## config.mk

```make
export PLATFORM = sky130hd
export DESIGN_NAME = periodic_task_slot_scheduler
export DESIGN_NICKNAME = d
export VERILOG_FILES = /design/src/rtl/ptss_pkg.sv /design/src/rtl/ptss_ram.sv /design/src/rtl/ptss_slot_alu.sv /design/src/rtl/periodic_task_slot_scheduler.sv
export VERILOG_INCLUDE_DIRS = /design/src /design/src/rtl
export SDC_FILE = /design/constraint.sdc
export NUM_CORES = 1
export LEC_CHECK = 0
export BUFFER_PORTS_ARGS = -buffer_cell sky130_fd_sc_hd__clkbuf_2
export CAP_MARGIN = 0
export CORE_MARGIN = 5
export CORE_UTILIZATION = 60
export CTS_CLUSTER_SIZE = 25
export DETAILED_ROUTE_END_ITERATION = 7
export PLACE_DENSITY = 0.74
export SYNTH_ARGS = -nofsm -noshare
export SYNTH_HDL_FRONTEND = slang
export SYNTH_SLANG_ARGS = --single-unit
```

## constraint.sdc

```tcl
create_clock -name i_clk -period 7.4 [get_ports i_clk]
set_input_delay 0.74 -clock i_clk [delete_from_list [all_inputs] [get_ports i_clk]]
set_output_delay 0.74 -clock i_clk [all_outputs]
set_load 0.1 [all_outputs]
```

## src/rtl/periodic_task_slot_scheduler_defines.svh

```systemverilog
// Assertion helpers shared by the scheduler RTL.
`ifndef PERIODIC_TASK_SLOT_SCHEDULER_DEFINES_SVH
`define PERIODIC_TASK_SLOT_SCHEDULER_DEFINES_SVH

// Same-cycle implication, disabled while reset is low.
`define PTSS_ASSERT_SAME(lbl, clk, rst_n, ante, cons, msg) \
    lbl: assert property (@(posedge clk) disable iff (!(rst_n)) (ante) |-> (cons)) \
        else $error(msg);

// Next-cycle implication, disabled while reset is low.
`define PTSS_ASSERT_NEXT(lbl, clk, rst_n, ante, cons, msg) \
    lbl: assert property (@(posedge clk) disable iff (!(rst_n)) (ante) |=> (cons)) \
        else $error(msg);

`endif

```

## src/rtl/ptss_pkg.sv

```systemverilog
package ptss_pkg;

    typedef enum logic [2:0] {
        OP_ADD        = 3'd0,
        OP_REMOVE     = 3'd1,
        OP_REMOVE_ALL = 3'd2,
        OP_PAUSE      = 3'd3,
        OP_RESUME     = 3'd4,
        OP_SET_PERIOD = 3'd5,
        OP_TICK       = 3'd6,
        OP_PROCESS    = 3'd7
    } t_op;

    localparam logic [1:0] ST_OK        = 2'd0;
    localparam logic [1:0] ST_FULL      = 2'd1;
    localparam logic [1:0] ST_NOT_FOUND = 2'd2;

    localparam int PERIOD_BITS = 16;
    localparam logic [PERIOD_BITS-1:0] COUNT_MAX = '1;

    typedef struct packed {
        logic [2:0]  opcode;
        logic [7:0]  task_id;
        logic [15:0] period;
    } t_in_item;

    typedef struct packed {
        logic        fire_valid;
        logic [7:0]  fired_task;
        logic [3:0]  slot_index;
        logic [1:0]  status;
        logic        last;
    } t_out_item;

    // Per-slot verdict from the update logic.
    typedef struct packed {
        logic match;
        logic due;
        logic wr;
    } t_slot_res;

endpackage

```

## src/rtl/ptss_ram.sv

```systemverilog
module ptss_ram #(
    parameter int WIDTH = 41,
    parameter int DEPTH = 16
) (
    input  logic                                        i_clk,
    input  logic                                        i_we,
    input  logic [((DEPTH > 1) ? $clog2(DEPTH) : 1)-1:0] i_waddr,
    input  logic [WIDTH-1:0]                            i_wdata,
    input  logic                                        i_re,
    input  logic [((DEPTH > 1) ? $clog2(DEPTH) : 1)-1:0] i_raddr,
    output logic [WIDTH-1:0]                            o_rdata
);

    logic [WIDTH-1:0] r_mem [DEPTH];
    logic [WIDTH-1:0] r_rdata;

    always_ff @(posedge i_clk) begin
        if (i_we) begin
            r_mem[i_waddr] <= i_wdata;
        end
        if (i_re) begin
            r_rdata <= r_mem[i_raddr];
        end
    end

    assign o_rdata = r_rdata;

endmodule

```

## src/rtl/ptss_slot_alu.sv

```systemverilog
module ptss_slot_alu #(
    parameter int ID_BITS = 8
) (
    input  ptss_pkg::t_op       i_op,
    input  logic [ID_BITS-1:0]  i_id,
    input  logic [15:0]         i_period,
    input  logic [ID_BITS+32:0] i_entry,
    output logic [ID_BITS+32:0] o_entry,
    output ptss_pkg::t_slot_res o_res
);
    import ptss_pkg::*;

    // entry layout: {task, period, count, running}
    logic [ID_BITS-1:0]     e_task;
    logic [PERIOD_BITS-1:0] e_period;
    logic [PERIOD_BITS-1:0] e_count;
    logic                   e_run;
    logic [PERIOD_BITS-1:0] n_period;
    logic [PERIOD_BITS-1:0] n_count;
    logic                   n_run;

    assign {e_task, e_period, e_count, e_run} = i_entry;

    always_comb begin
        n_period    = e_period;
        n_count     = e_count;
        n_run       = e_run;
        o_res.match = (e_task == i_id);
        o_res.due   = (e_count >= e_period);
        o_res.wr    = 1'b0;
        unique case (i_op)
            OP_PAUSE: begin
                n_run    = 1'b0;
                o_res.wr = o_res.match;
            end
            OP_RESUME: begin
                n_run    = 1'b1;
                o_res.wr = o_res.match;
            end
            OP_SET_PERIOD: begin
                n_period = i_period;
                o_res.wr = o_res.match;
            end
            OP_TICK: begin
                n_count  = e_count + 1'b1;
                o_res.wr = e_run && (e_count != COUNT_MAX);
            end
            OP_PROCESS: begin
                n_count  = '0;
                o_res.wr = o_res.due;
            end
            default: begin
                o_res.wr = 1'b0;
            end
        endcase
    end

    assign o_entry = {e_task, n_period, n_count, n_run};

endmodule

```

## src/rtl/periodic_task_slot_scheduler.sv

```systemverilog
// Channel | Dir | Handshake                 | Beat
// --------+-----+---------------------------+------------------------------------------------
// in      | in  | i_in_valid / o_in_stall   | opcode, task_id, period
// out     | out | o_out_valid / i_out_stall | fire_valid, fired_task, slot_index, status, last
//
// Add and remove all finish when accepted; the other ops scan any used slots one slot per cycle
// unless process holds the scan, through the single slot RAM read port, plus a closing beat.
// No input beat is taken during a scan or while a stalled beat fills the output.
// Process holds the scan at a second due slot until the pending beat is taken.
// Reset clears the slot count and control only; RAM contents above the count
// never affect a result.
`include "periodic_task_slot_scheduler_defines.svh"

module periodic_task_slot_scheduler #(
    parameter int SLOTS   = 16,
    parameter int ID_BITS = 8
) (
    input  logic                i_clk,
    input  logic                i_rst_n,
    input  logic                i_in_valid,
    output logic                o_in_stall,
    input  ptss_pkg::t_in_item  i_in_data,
    output logic                o_out_valid,
    input  logic                i_out_stall,
    output ptss_pkg::t_out_item o_out_data
);
    import ptss_pkg::*;

    localparam int IW = (SLOTS > 1) ? $clog2(SLOTS) : 1;   // slot index bits
    localparam int UW = $clog2(SLOTS + 1);                 // slot count bits
    localparam int EW = ID_BITS + 2 * PERIOD_BITS + 1;     // RAM entry bits
    localparam logic [UW-1:0] USED_FULL = UW'(SLOTS);

    typedef enum logic [2:0] {
        S_IDLE = 3'b001,
        S_SCAN = 3'b010,
        S_DONE = 3'b100
    } t_state;

    t_state               r_state, n_state;
    logic [UW-1:0]        r_used, n_used;
    logic [IW-1:0]        r_idx, n_idx;
    t_op                  r_op, n_op;
    logic [ID_BITS-1:0]   r_id, n_id;
    logic [15:0]          r_per, n_per;
    logic                 r_hit, n_hit;
    // process keeps the latest due slot back until it knows whether it is the last
    logic                 r_hv, n_hv;
    logic [ID_BITS-1:0]   r_h_task, n_h_task;
    logic [IW-1:0]        r_h_idx, n_h_idx;
    logic                 r_ov, n_ov;
    t_out_item            r_out, n_out;

    logic                 out_free;
    logic                 in_acc;
    logic                 push;
    t_out_item            push_beat;
    logic [ID_BITS-1:0]   in_id;
    t_op                  in_op;

    logic                 ram_we, ram_re;
    logic [IW-1:0]        ram_waddr, ram_raddr;
    logic [EW-1:0]        ram_wdata, ram_rdata;
    logic [EW-1:0]        alu_entry;
    t_slot_res            alu_res;
    logic [ID_BITS-1:0]   cur_task;
    logic                 last_slot;

    assign out_free   = !r_ov || !i_out_stall;
    assign o_in_stall = (r_state != S_IDLE) || !out_free;
    assign in_acc     = i_in_valid && !o_in_stall;
    assign in_id      = ID_BITS'(i_in_data.task_id);
    assign in_op      = t_op'(i_in_data.opcode);
    assign cur_task   = ram_rdata[EW-1 -: ID_BITS];
    assign last_slot  = (UW'(r_idx) + 1'b1) == r_used;

    ptss_ram #(
        .WIDTH(EW),
        .DEPTH(SLOTS)
    ) u_ram (
        .i_clk  (i_clk),
        .i_we   (ram_we),
        .i_waddr(ram_waddr),
        .i_wdata(ram_wdata),
        .i_re   (ram_re),
        .i_raddr(ram_raddr),
        .o_rdata(ram_rdata)
    );

    ptss_slot_alu #(
        .ID_BITS(ID_BITS)
    ) u_alu (
        .i_op    (r_op),
        .i_id    (r_id),
        .i_period(r_per),
        .i_entry (ram_rdata),
        .o_entry (alu_entry),
        .o_res   (alu_res)
    );

    always_comb begin
        n_state   = r_state;
        n_used    = r_used;
        n_idx     = r_idx;
        n_op      = r_op;
        n_id      = r_id;
        n_per     = r_per;
        n_hit     = r_hit;
        n_hv      = r_hv;
        n_h_task  = r_h_task;
        n_h_idx   = r_h_idx;
        ram_we    = 1'b0;
        ram_waddr = r_idx;
        ram_wdata = alu_entry;
        ram_re    = 1'b0;
        ram_raddr = r_idx + 1'b1;
        push      = 1'b0;
        push_beat = '0;
        push_beat.last = 1'b1;

        unique case (r_state)
            S_IDLE: begin
                if (in_acc) begin
                    n_op  = in_op;
                    n_id  = in_id;
                    n_per = i_in_data.period;
                    n_hit = 1'b0;
                    n_hv  = 1'b0;
                    n_idx = '0;
                    unique case (in_op)
                        OP_ADD: begin
                            push = 1'b1;
                            if (r_used == USED_FULL) begin
                                push_beat.status = ST_FULL;
                            end else begin
                                ram_we    = 1'b1;
                                ram_waddr = r_used[IW-1:0];
                                ram_wdata = {in_id, i_in_data.period, {PERIOD_BITS{1'b0}}, 1'b1};
                                n_used    = r_used + 1'b1;
                                push_beat.slot_index = 4'(r_used);
                            end
                        end
                        OP_REMOVE_ALL: begin
                            push   = 1'b1;
                            n_used = '0;
                        end
                        default: begin
                            if (r_used == '0) begin
                                n_state = S_DONE;
                            end else begin
                                ram_re    = 1'b1;
                                ram_raddr = '0;
                                n_state   = S_SCAN;
                            end
                        end
                    endcase
                end
            end
            S_SCAN: begin
                // a second due slot pushes the held one out, so it needs room
                if (!(r_op == OP_PROCESS && alu_res.due && r_hv) || out_free) begin
                    ram_re = 1'b1;
                    if (r_op == OP_REMOVE) begin
                        // compaction: every slot past the match moves down by one
                        if (r_hit) begin
                            ram_we    = 1'b1;
                            ram_waddr = r_idx - 1'b1;
                            ram_wdata = ram_rdata;
                        end else if (alu_res.match) begin
                            n_hit = 1'b1;
                        end
                    end else begin
                        ram_we = alu_res.wr;
                        n_hit  = r_hit || alu_res.match;
                    end
                    if (r_op == OP_PROCESS && alu_res.due) begin
                        if (r_hv) begin
                            push                 = 1'b1;
                            push_beat.fire_valid = 1'b1;
                            push_beat.fired_task = 8'(r_h_task);
                            push_beat.slot_index = 4'(r_h_idx);
                            push_beat.last       = 1'b0;
                        end
                        n_hv     = 1'b1;
                        n_h_task = cur_task;
                        n_h_idx  = r_idx;
                    end
                    if (last_slot) begin
                        n_state = S_DONE;
                    end else begin
                        n_idx = r_idx + 1'b1;
                    end
                end
            end
            S_DONE: begin
                if (out_free) begin
                    push    = 1'b1;
                    n_state = S_IDLE;
                    unique case (r_op)
                        OP_PROCESS: begin
                            if (r_hv) begin
                                push_beat.fire_valid = 1'b1;
                                push_beat.fired_task = 8'(r_h_task);
                                push_beat.slot_index = 4'(r_h_idx);
                            end
                        end
                        OP_TICK: begin
                            push_beat.status = ST_OK;
                        end
                        default: begin
                            push_beat.status = r_hit ? ST_OK : ST_NOT_FOUND;
                            if (r_op == OP_REMOVE && r_hit) begin
                                n_used = r_used - 1'b1;
                            end
                        end
                    endcase
                end
            end
            default: begin
                n_state = S_IDLE;
            end
        endcase
    end

    // output register: a new beat is loaded only when the old one leaves
    always_comb begin
        n_ov  = r_ov && i_out_stall;
        n_out = r_out;
        if (push) begin
            n_ov  = 1'b1;
            n_out = push_beat;
        end
    end

    always_ff @(posedge i_clk) begin
        if (!i_rst_n) begin
            r_state <= S_IDLE;
            r_used  <= '0;
            r_hv    <= 1'b0;
            r_hit   <= 1'b0;
            r_ov    <= 1'b0;
            r_idx   <= '0;
        end else begin
            r_state <= n_state;
            r_used  <= n_used;
            r_hv    <= n_hv;
            r_hit   <= n_hit;
            r_ov    <= n_ov;
            r_idx   <= n_idx;
        end
    end

    always_ff @(posedge i_clk) begin
        r_op     <= n_op;
        r_id     <= n_id;
        r_per    <= n_per;
        r_h_task <= n_h_task;
        r_h_idx  <= n_h_idx;
        r_out    <= n_out;
    end

    assign o_out_valid = r_ov;
    assign o_out_data  = r_out;

    `PTSS_ASSERT_SAME(a_scan_in_range, i_clk, i_rst_n, r_state == S_SCAN, UW'(r_idx) < r_used, "scan index beyond used slots")
    `PTSS_ASSERT_SAME(a_used_bound, i_clk, i_rst_n, 1'b1, r_used <= USED_FULL, "slot count above table size")
    `PTSS_ASSERT_SAME(a_hold_only_process, i_clk, i_rst_n, r_hv && r_state != S_IDLE, r_op == OP_PROCESS, "held fire outside process")
    `PTSS_ASSERT_NEXT(a_add_counts, i_clk, i_rst_n, in_acc && in_op == OP_ADD && r_used != USED_FULL, r_used == $past(r_used) + 1'b1, "add did not grow table")

endmodule
```

==> metrics, run 1 <==
nets 2064; post-route cell area approximately 0.035 mm2; die area between 0.05 and 0.06 mm2; Mapped Nets 1990; final hold vios 0; Post CTS Setup Buffer Count 0; drt pass-1 iters 8; Hold WS ~0.32 ns; via density per instance 6.579; Syn Area/Cell roughly 16 um2; CTS sink count ~770; top post-synthesis cells by area edfxtp_1 73%, mux4_2 6.0%, nand2_1 3.5%, a21oi_1 3.2%, mux2i_1 2.1%; Die H approximately 240 um; first-pass GRT wire length about 110 mm; initial antenna violation count 1; top cell type's share of synthesized area between 70 and 80%; post-cts sizing count 0; EDFF count, synth 752; Std-Cell Rows 83; pin count of the biggest net entering global routing about 100; Routability Congestion 0.9068; skew final roughly 0.019 ns; Antenna Cells 0; Yosys warning count 0; PD cells 269.2 mW/mm2; Power Total 0.009329 W; GRT overflow 0; layout cells sized above 1 around 17%; Peak Freq between 200 and 250 MHz; Clk pin slew, worst setup/hold paths about 0.060 ns; clock tree from TritonCTS done; Max Slew Vio Count 0; Final WS setup ~2.5 ns; WL final about 75 mm; IO Port Bufs 48; DRC errors left 0; post-synthesis sequential area ratio 73.92%; hpwl dp a little over 40 mm; starting density of the core about 60%; cell area after synthesis 0.03096 mm2; critical path type reg2reg; # H-tree levels 3; Top Ports 49; P&R area growth vs syn 11.97%; via count 18120; final worst path period need about 4.9 ns; CTS Hold Buffers Added 0; vias in the first global route about 18000; setup repair after global routing missed its margin false; Leak approximately 11 nW; max-cap violations 0; data required time of the worst path ~7.7 ns; Fill cells around 3300; Peak VDD IR approximately 210 uV; hold crit path type in2reg; DIE WIDTH between 200 and 250 um; CP Max Fanout 22; DR iter-0 viols 2587; Worst-Margin Slew 1.169 ns; ys async rst share 0%; most frequent cells in the layout 752 x edfxtp_1, 289 x nand2_1, 196 x a21oi_1; Gate Count Post-Synth 1938; crit path launch type flop; Slew headroom a little over a fifth; WP data arrival between 5 and 6 ns; Final Cycle Share between 60% and 70%; commonest non-fill, non-tap cell in the layout edfxtp_1; Root Driver clkbuf_16; Yosys top cell by area edfxtp_1; Skew-Pair Late Insertion Delay slightly above 0.6 ns; CORE AREA 0.05120 mm2; Yosys reg bits 767; WL/cell 27.35 um; Total GRT Usage 26.66%; Total Neg Setup Slack 0 ns; status finished clean; Distinct cells, synth 74; Final ANT Viol Nets 0; final setup violation count 0; pre-CTS setup slack 2.610 ns; Post-DP Area about 0.032 mm2; clock buffer count from CTS 77; CP Capture Type flop; Post-synth top flop edfxtp_1; clk buf depth 3
## metal layers
metal  vias to the layer above  track usage [%]  wire (um)  share of wire [%]
li1                       7718                -          -                  -
met1                      9177            37.72      29380                 39
met2                      1048            41.27      35160                 47
met3                       174            7.066       8187                 11
met4                         2            9.008       2565                3.4
met5                         -                0         21              0.028
## worst max-delay path, cell delays in order, from the launching register on
cell and delay, ns:
edfxtp_1 0.46, ha_1 0.36, a21o_1 0.19, a21o_1 0.18
a2111oi_0 0.72, a31oi_1 0.40, a21oi_1 0.36, a31oi_2 0.44
nor2_4 0.92, buf_4 0.53
## final timing paths
kind | from | end | slack (ns) | cells past startpoint
worst max-delay path | u_ram.o_rdata[14]$_DFFE_PP_ | u_ram.r_mem[15][33]$_DFFE_PP_ | 2.46 | 9
worst min-delay path | i_in_data[23] | r_id[7]$_DFFE_PP_ | 0.32 | 1
worst max register to register | u_ram.o_rdata[14]$_DFFE_PP_ | u_ram.r_mem[15][33]$_DFFE_PP_ | 2.46 | 9
worst min register to register | r_hv$_SDFFE_PN0P_ | r_hv$_SDFFE_PN0P_ | 0.49 | 2
## cell usage after synthesis (all sizes together) (15+ instances only)
cell type	number
a21oi	197
a221oi	41
a22oi	42
buf	54
clkbuf	58
dfxtp	15
edfxtp	752
ha	21
inv	26
mux2i	65
mux4	82
nand2	290
nand3	67
nor2	51
o21ai	31
## area by class of cell
type / instances / area [um2] / share of cell area [%]
sequential: 767 / 22890 / 66.03
multi-input combinational: 1032 / 7570 / 21.84
clock buffer: 93 / 2027 / 5.848
tap: 680 / 850.8 / 2.455
timing repair buffer: 107 / 745.7 / 2.151
clock inverter: 48 / 481.7 / 1.390
inverter: 27 / 101.3 / 0.2924
## through the flow
step | cells | util (%)
floorplan | 1938 | -
global placement | 2612 | 62.79
detailed placement | 2612 | 62.79
CTS | 2753 | 67.69
global route | 2754 | 67.70
finish | 2754 | 67.70
## logic make-up after synthesis
| kind of cell | count (synthesis) | share of synthesized area, % |
|---|---|---|
| xor+xnor | 15 | 0.4244 |
| buf+inv | 139 | 2.179 |
| compound gates | 368 | 7.720 |
| fa+ha+maj | 21 | 0.8488 |
| simple gates | 480 | 6.806 |
| flops | 767 | 73.92 |
| mux | 148 | 8.104 |
## report_power, final
group | total, W | switching (W) | internal [W]
sequential | 0.00494 | 0.0000378 | 0.00490
clock | 0.00385 | 0.00161 | 0.00225
combinational | 0.000532 | 0.000381 | 0.000151
## state kept, by name (all words and copies together) (netlist names), 3 cells and up
signal         flops
o_out_data        16
r_h_idx            4
r_h_task           8
r_id               8
r_idx              4
r_op               3
r_per             16
r_state            3
r_used             5
u_ram.o_rdata     41
u_ram.r_mem      656
No activity file was read; power rests on OpenSTA's default activity.
==> run 2: changes to the inputs <==
--- a/config.mk
+++ b/config.mk
@@ -9,10 +9,10 @@
 export BUFFER_PORTS_ARGS = -buffer_cell sky130_fd_sc_hd__clkbuf_2
 export CAP_MARGIN = 0
 export CORE_MARGIN = 5
-export CORE_UTILIZATION = 60
+export CORE_UTILIZATION = 56
 export CTS_CLUSTER_SIZE = 25
 export DETAILED_ROUTE_END_ITERATION = 7
-export PLACE_DENSITY = 0.74
+export PLACE_DENSITY = 0.72
 export SYNTH_ARGS = -nofsm -noshare
 export SYNTH_HDL_FRONTEND = slang
 export SYNTH_SLANG_ARGS = --single-unit
==> constraint.sdc (replaced) <==
create_clock -name i_clk -period 4.46 [get_ports i_clk]
set_input_delay 0.446 -clock i_clk [delete_from_list [all_inputs] [get_ports i_clk]]
set_output_delay 0.446 -clock i_clk [all_outputs]
set_load 0.1 [all_outputs]
==> metrics, run 2 (synthesis results as in run 1) <==
Crit Reg-Reg Startpoint u_ram.o_rdata[1]$_DFFE_PP_ (was u_ram.o_rdata[14]$_DFFE_PP_); Clk pin slew, worst setup/hold paths 0.06 ns (about the same); clock buffer count from CTS 77 (unchanged); via count 18350 (was 18120); PD cells 440.9 mW/mm2 (was 269.2 mW/mm2); max-cap violations 0 (unchanged); # H-tree levels 3 (unchanged); pin count of the biggest net entering global routing 89 (was 101); hold crit path type in2reg (unchanged); Power Total 0.01548 W (was 0.009329 W); via density per instance 6.518 (was 6.579); DRC errors left 0 (unchanged); commonest non-fill, non-tap cell in the layout edfxtp_1 (unchanged); most frequent cells in the layout 752 x edfxtp_1, 289 x nand2_1, 196 x a21oi_1 (unchanged); crit path launch type flop (unchanged); IO Port Bufs 48 (unchanged); Slew headroom 13.03% (was 21.76%); critical path depth in cells 10 (was 9); area occupied by multi-input gates 0.007572 mm2 (was 0.007570 mm2); Antenna Cells 0 (unchanged); vias in the first global route 17840 (was 17940); Peak VDD IR 362.8 uV (was 213.9 uV); Die H 245.1 um (was 237.1 um); clk buf depth 3 (unchanged); slowest stage cell, crit path a2111oi_0 (was nor2_4); Placed Cells 2666 (was 2612); setup repair after global routing missed its margin false (unchanged); status finished clean (unchanged); CTS sink count 767 (unchanged); hpwl dp 46.58 mm (was 41.00 mm); Total GRT Usage 25.79% (was 26.66%); first-pass GRT wire length 115.0 mm (was 112.4 mm); Routability Congestion 0.9245 (was 0.9068); Leak 11.57 nW (was 11.37 nW); CP top delay family compound AO/OA/AOI/OAI gates (unchanged); Max Slew Vio Count 0 (unchanged); layout cells sized above 1 18.43% (was 17.26%); Worst-Margin Slew 1.300 ns (was 1.169 ns); final worst path period need 4.056 ns (was 4.936 ns); Std-Cell Rows 86 (was 83); CP Max Fanout 20 (was 22); final hold vios 0 (unchanged); WP data arrival 4.36 ns (was 5.20 ns); critical path type reg2reg (unchanged); CP Capture Type flop (unchanged); die area 0.06008 mm2 (was 0.05624 mm2); r2r setup slk 0.40 ns (was 2.46 ns); register area 0.02289 mm2 (unchanged); CORE AREA 0.05488 mm2 (was 0.05120 mm2); P&R area growth vs syn 13.42% (was 11.97%); Largest Register u_ram.r_mem (unchanged); clock tree from TritonCTS done (unchanged); drt pass-1 iters 8 (unchanged); Worst Setup EP u_ram.r_mem[5][18]$_DFFE_PP_ (was u_ram.r_mem[15][33]$_DFFE_PP_); WL/cell 27.55 um (was 27.35 um); Root Driver clkbuf_16 (unchanged); Peak Freq 246.6 MHz (was 202.6 MHz); DIE WIDTH 245.1 um (was 237.1 um); nets 2101 (was 2064); final setup violation count 0 (unchanged); crit path cell chain inv_1, ha_1, nand2b_1, a2111oi_0, nand3b_1, a31oi_1, a21oi_1, a31oi_2, nor2_4, buf_12 (was ha_1, a21o_1, a21o_1, a2111oi_0, a31oi_1, a21oi_1, a31oi_2, nor2_4, buf_4); WL final 77.55 mm (was 75.32 mm); skew final 0.02944 ns (was 0.01898 ns); Layout Cells excl Fill 2815 (was 2754); starting density of the core 56.41% (was 60.46%); Fill cells 3799 (was 3298); initial antenna violation count 2 (was 1); slowest cell delay on critical path 0.81 ns (was 0.92 ns); hold_sp i_in_data[4] (was i_in_data[23]); reg-to-reg endpoint u_ram.r_mem[5][18]$_DFFE_PP_ (was u_ram.r_mem[15][33]$_DFFE_PP_); Top Ports 49 (unchanged); crit path from u_ram.o_rdata[1]$_DFFE_PP_ (was u_ram.o_rdata[14]$_DFFE_PP_); GRT overflow 0 (unchanged); WP buf/inv 2 (was 1); number of flip-flops in the largest register 656 (unchanged); Final Cycle Share 90.94% (was 66.70%); cells on worst reg2reg path 10 (was 9); Skew-Pair Late Insertion Delay 0.63 ns (was 0.62 ns); data required time of the worst path 4.76 ns (was 7.66 ns); Final ANT Viol Nets 0 (unchanged); DR iter-0 viols 2544 (was 2587)
[run 2: repair_timing]
action                    4_1_cts  5_1_grt
hold endpoints to repair        8        0
resized for setup               0        0
setup buffers                   0        0
hold buffers                    8        0
[run 2: metal layers]
layer  part of all wire, %  up-vias  GRT usage (%)  wire, um
met5                     0        -              0         0
met4                   2.9        0          8.350      2257
met3                    12      159          5.912      9078
met2                    45     1208          38.01     34930
met1                    40     9171          38.90     31280
li1                      -     7811              -         -
[run 2: power breakdown]
group / leakage, nW / internal, W / switching, W
Combinational: 3.45 / 0.000282 / 0.000706
Sequential: 6.92 / 0.00814 / 0.0000641
Clock: 1.21 / 0.00363 / 0.00267
Total: 11.6 / 0.0120 / 0.00344
[run 2: how the worst min path moves through the flow]
stage                                       to  depth (start not counted)
after floorplan           r_h_idx[3]$_DFFE_PP_                          0
after global placement       r_hv$_SDFFE_PN0P_                          2
after detailed placement     r_hv$_SDFFE_PN0P_                          2
after CTS                   r_per[4]$_DFFE_PP_                          1
after global routing         r_id[4]$_DFFE_PP_                          1
final                       r_per[4]$_DFFE_PP_                          1
[run 2: worst reg2reg max path, delay by kind of cell, from the launching register on]
kind                     cells  cell delay [ns]
adder cells (fa/ha/maj)      1             0.24
flip-flops                   1             0.43
buffers and inverters        2             0.37
AND/OR/NAND/NOR              3             0.92
AO/OA/AOI/OAI                4             1.78
[run 2: area by class of cell]
| cell class | instances | area share (%) |
|---|---|---|
| Clock buffer | 96 | 5.841 |
| Clock inverter | 45 | 1.144 |
| Inverter | 27 | 0.2886 |
| Multi-Input combinational cell | 1032 | 21.57 |
| Sequential cell | 767 | 65.18 |
| Tap cell | 704 | 2.509 |
| Timing Repair Buffer | 144 | 3.471 |
[run 2: metrics by stage]
stage	setup TNS [ns]	setup WS, ns	util, %	cell area (um2)	hold WS, ns
3_3_place_gp	0	0.5995	59.36	32580	0.4653
2_1_floorplan	-384.38	-1.187	-	30980	0.4064
5_1_grt	0	0.1755	63.98	35110	0.02065
6_report	0	0.4041	63.98	35110	0.03113
4_1_cts	0	0.5067	63.97	35110	0.004518
3_5_place_dp	0	0.5417	59.36	32580	0.4671
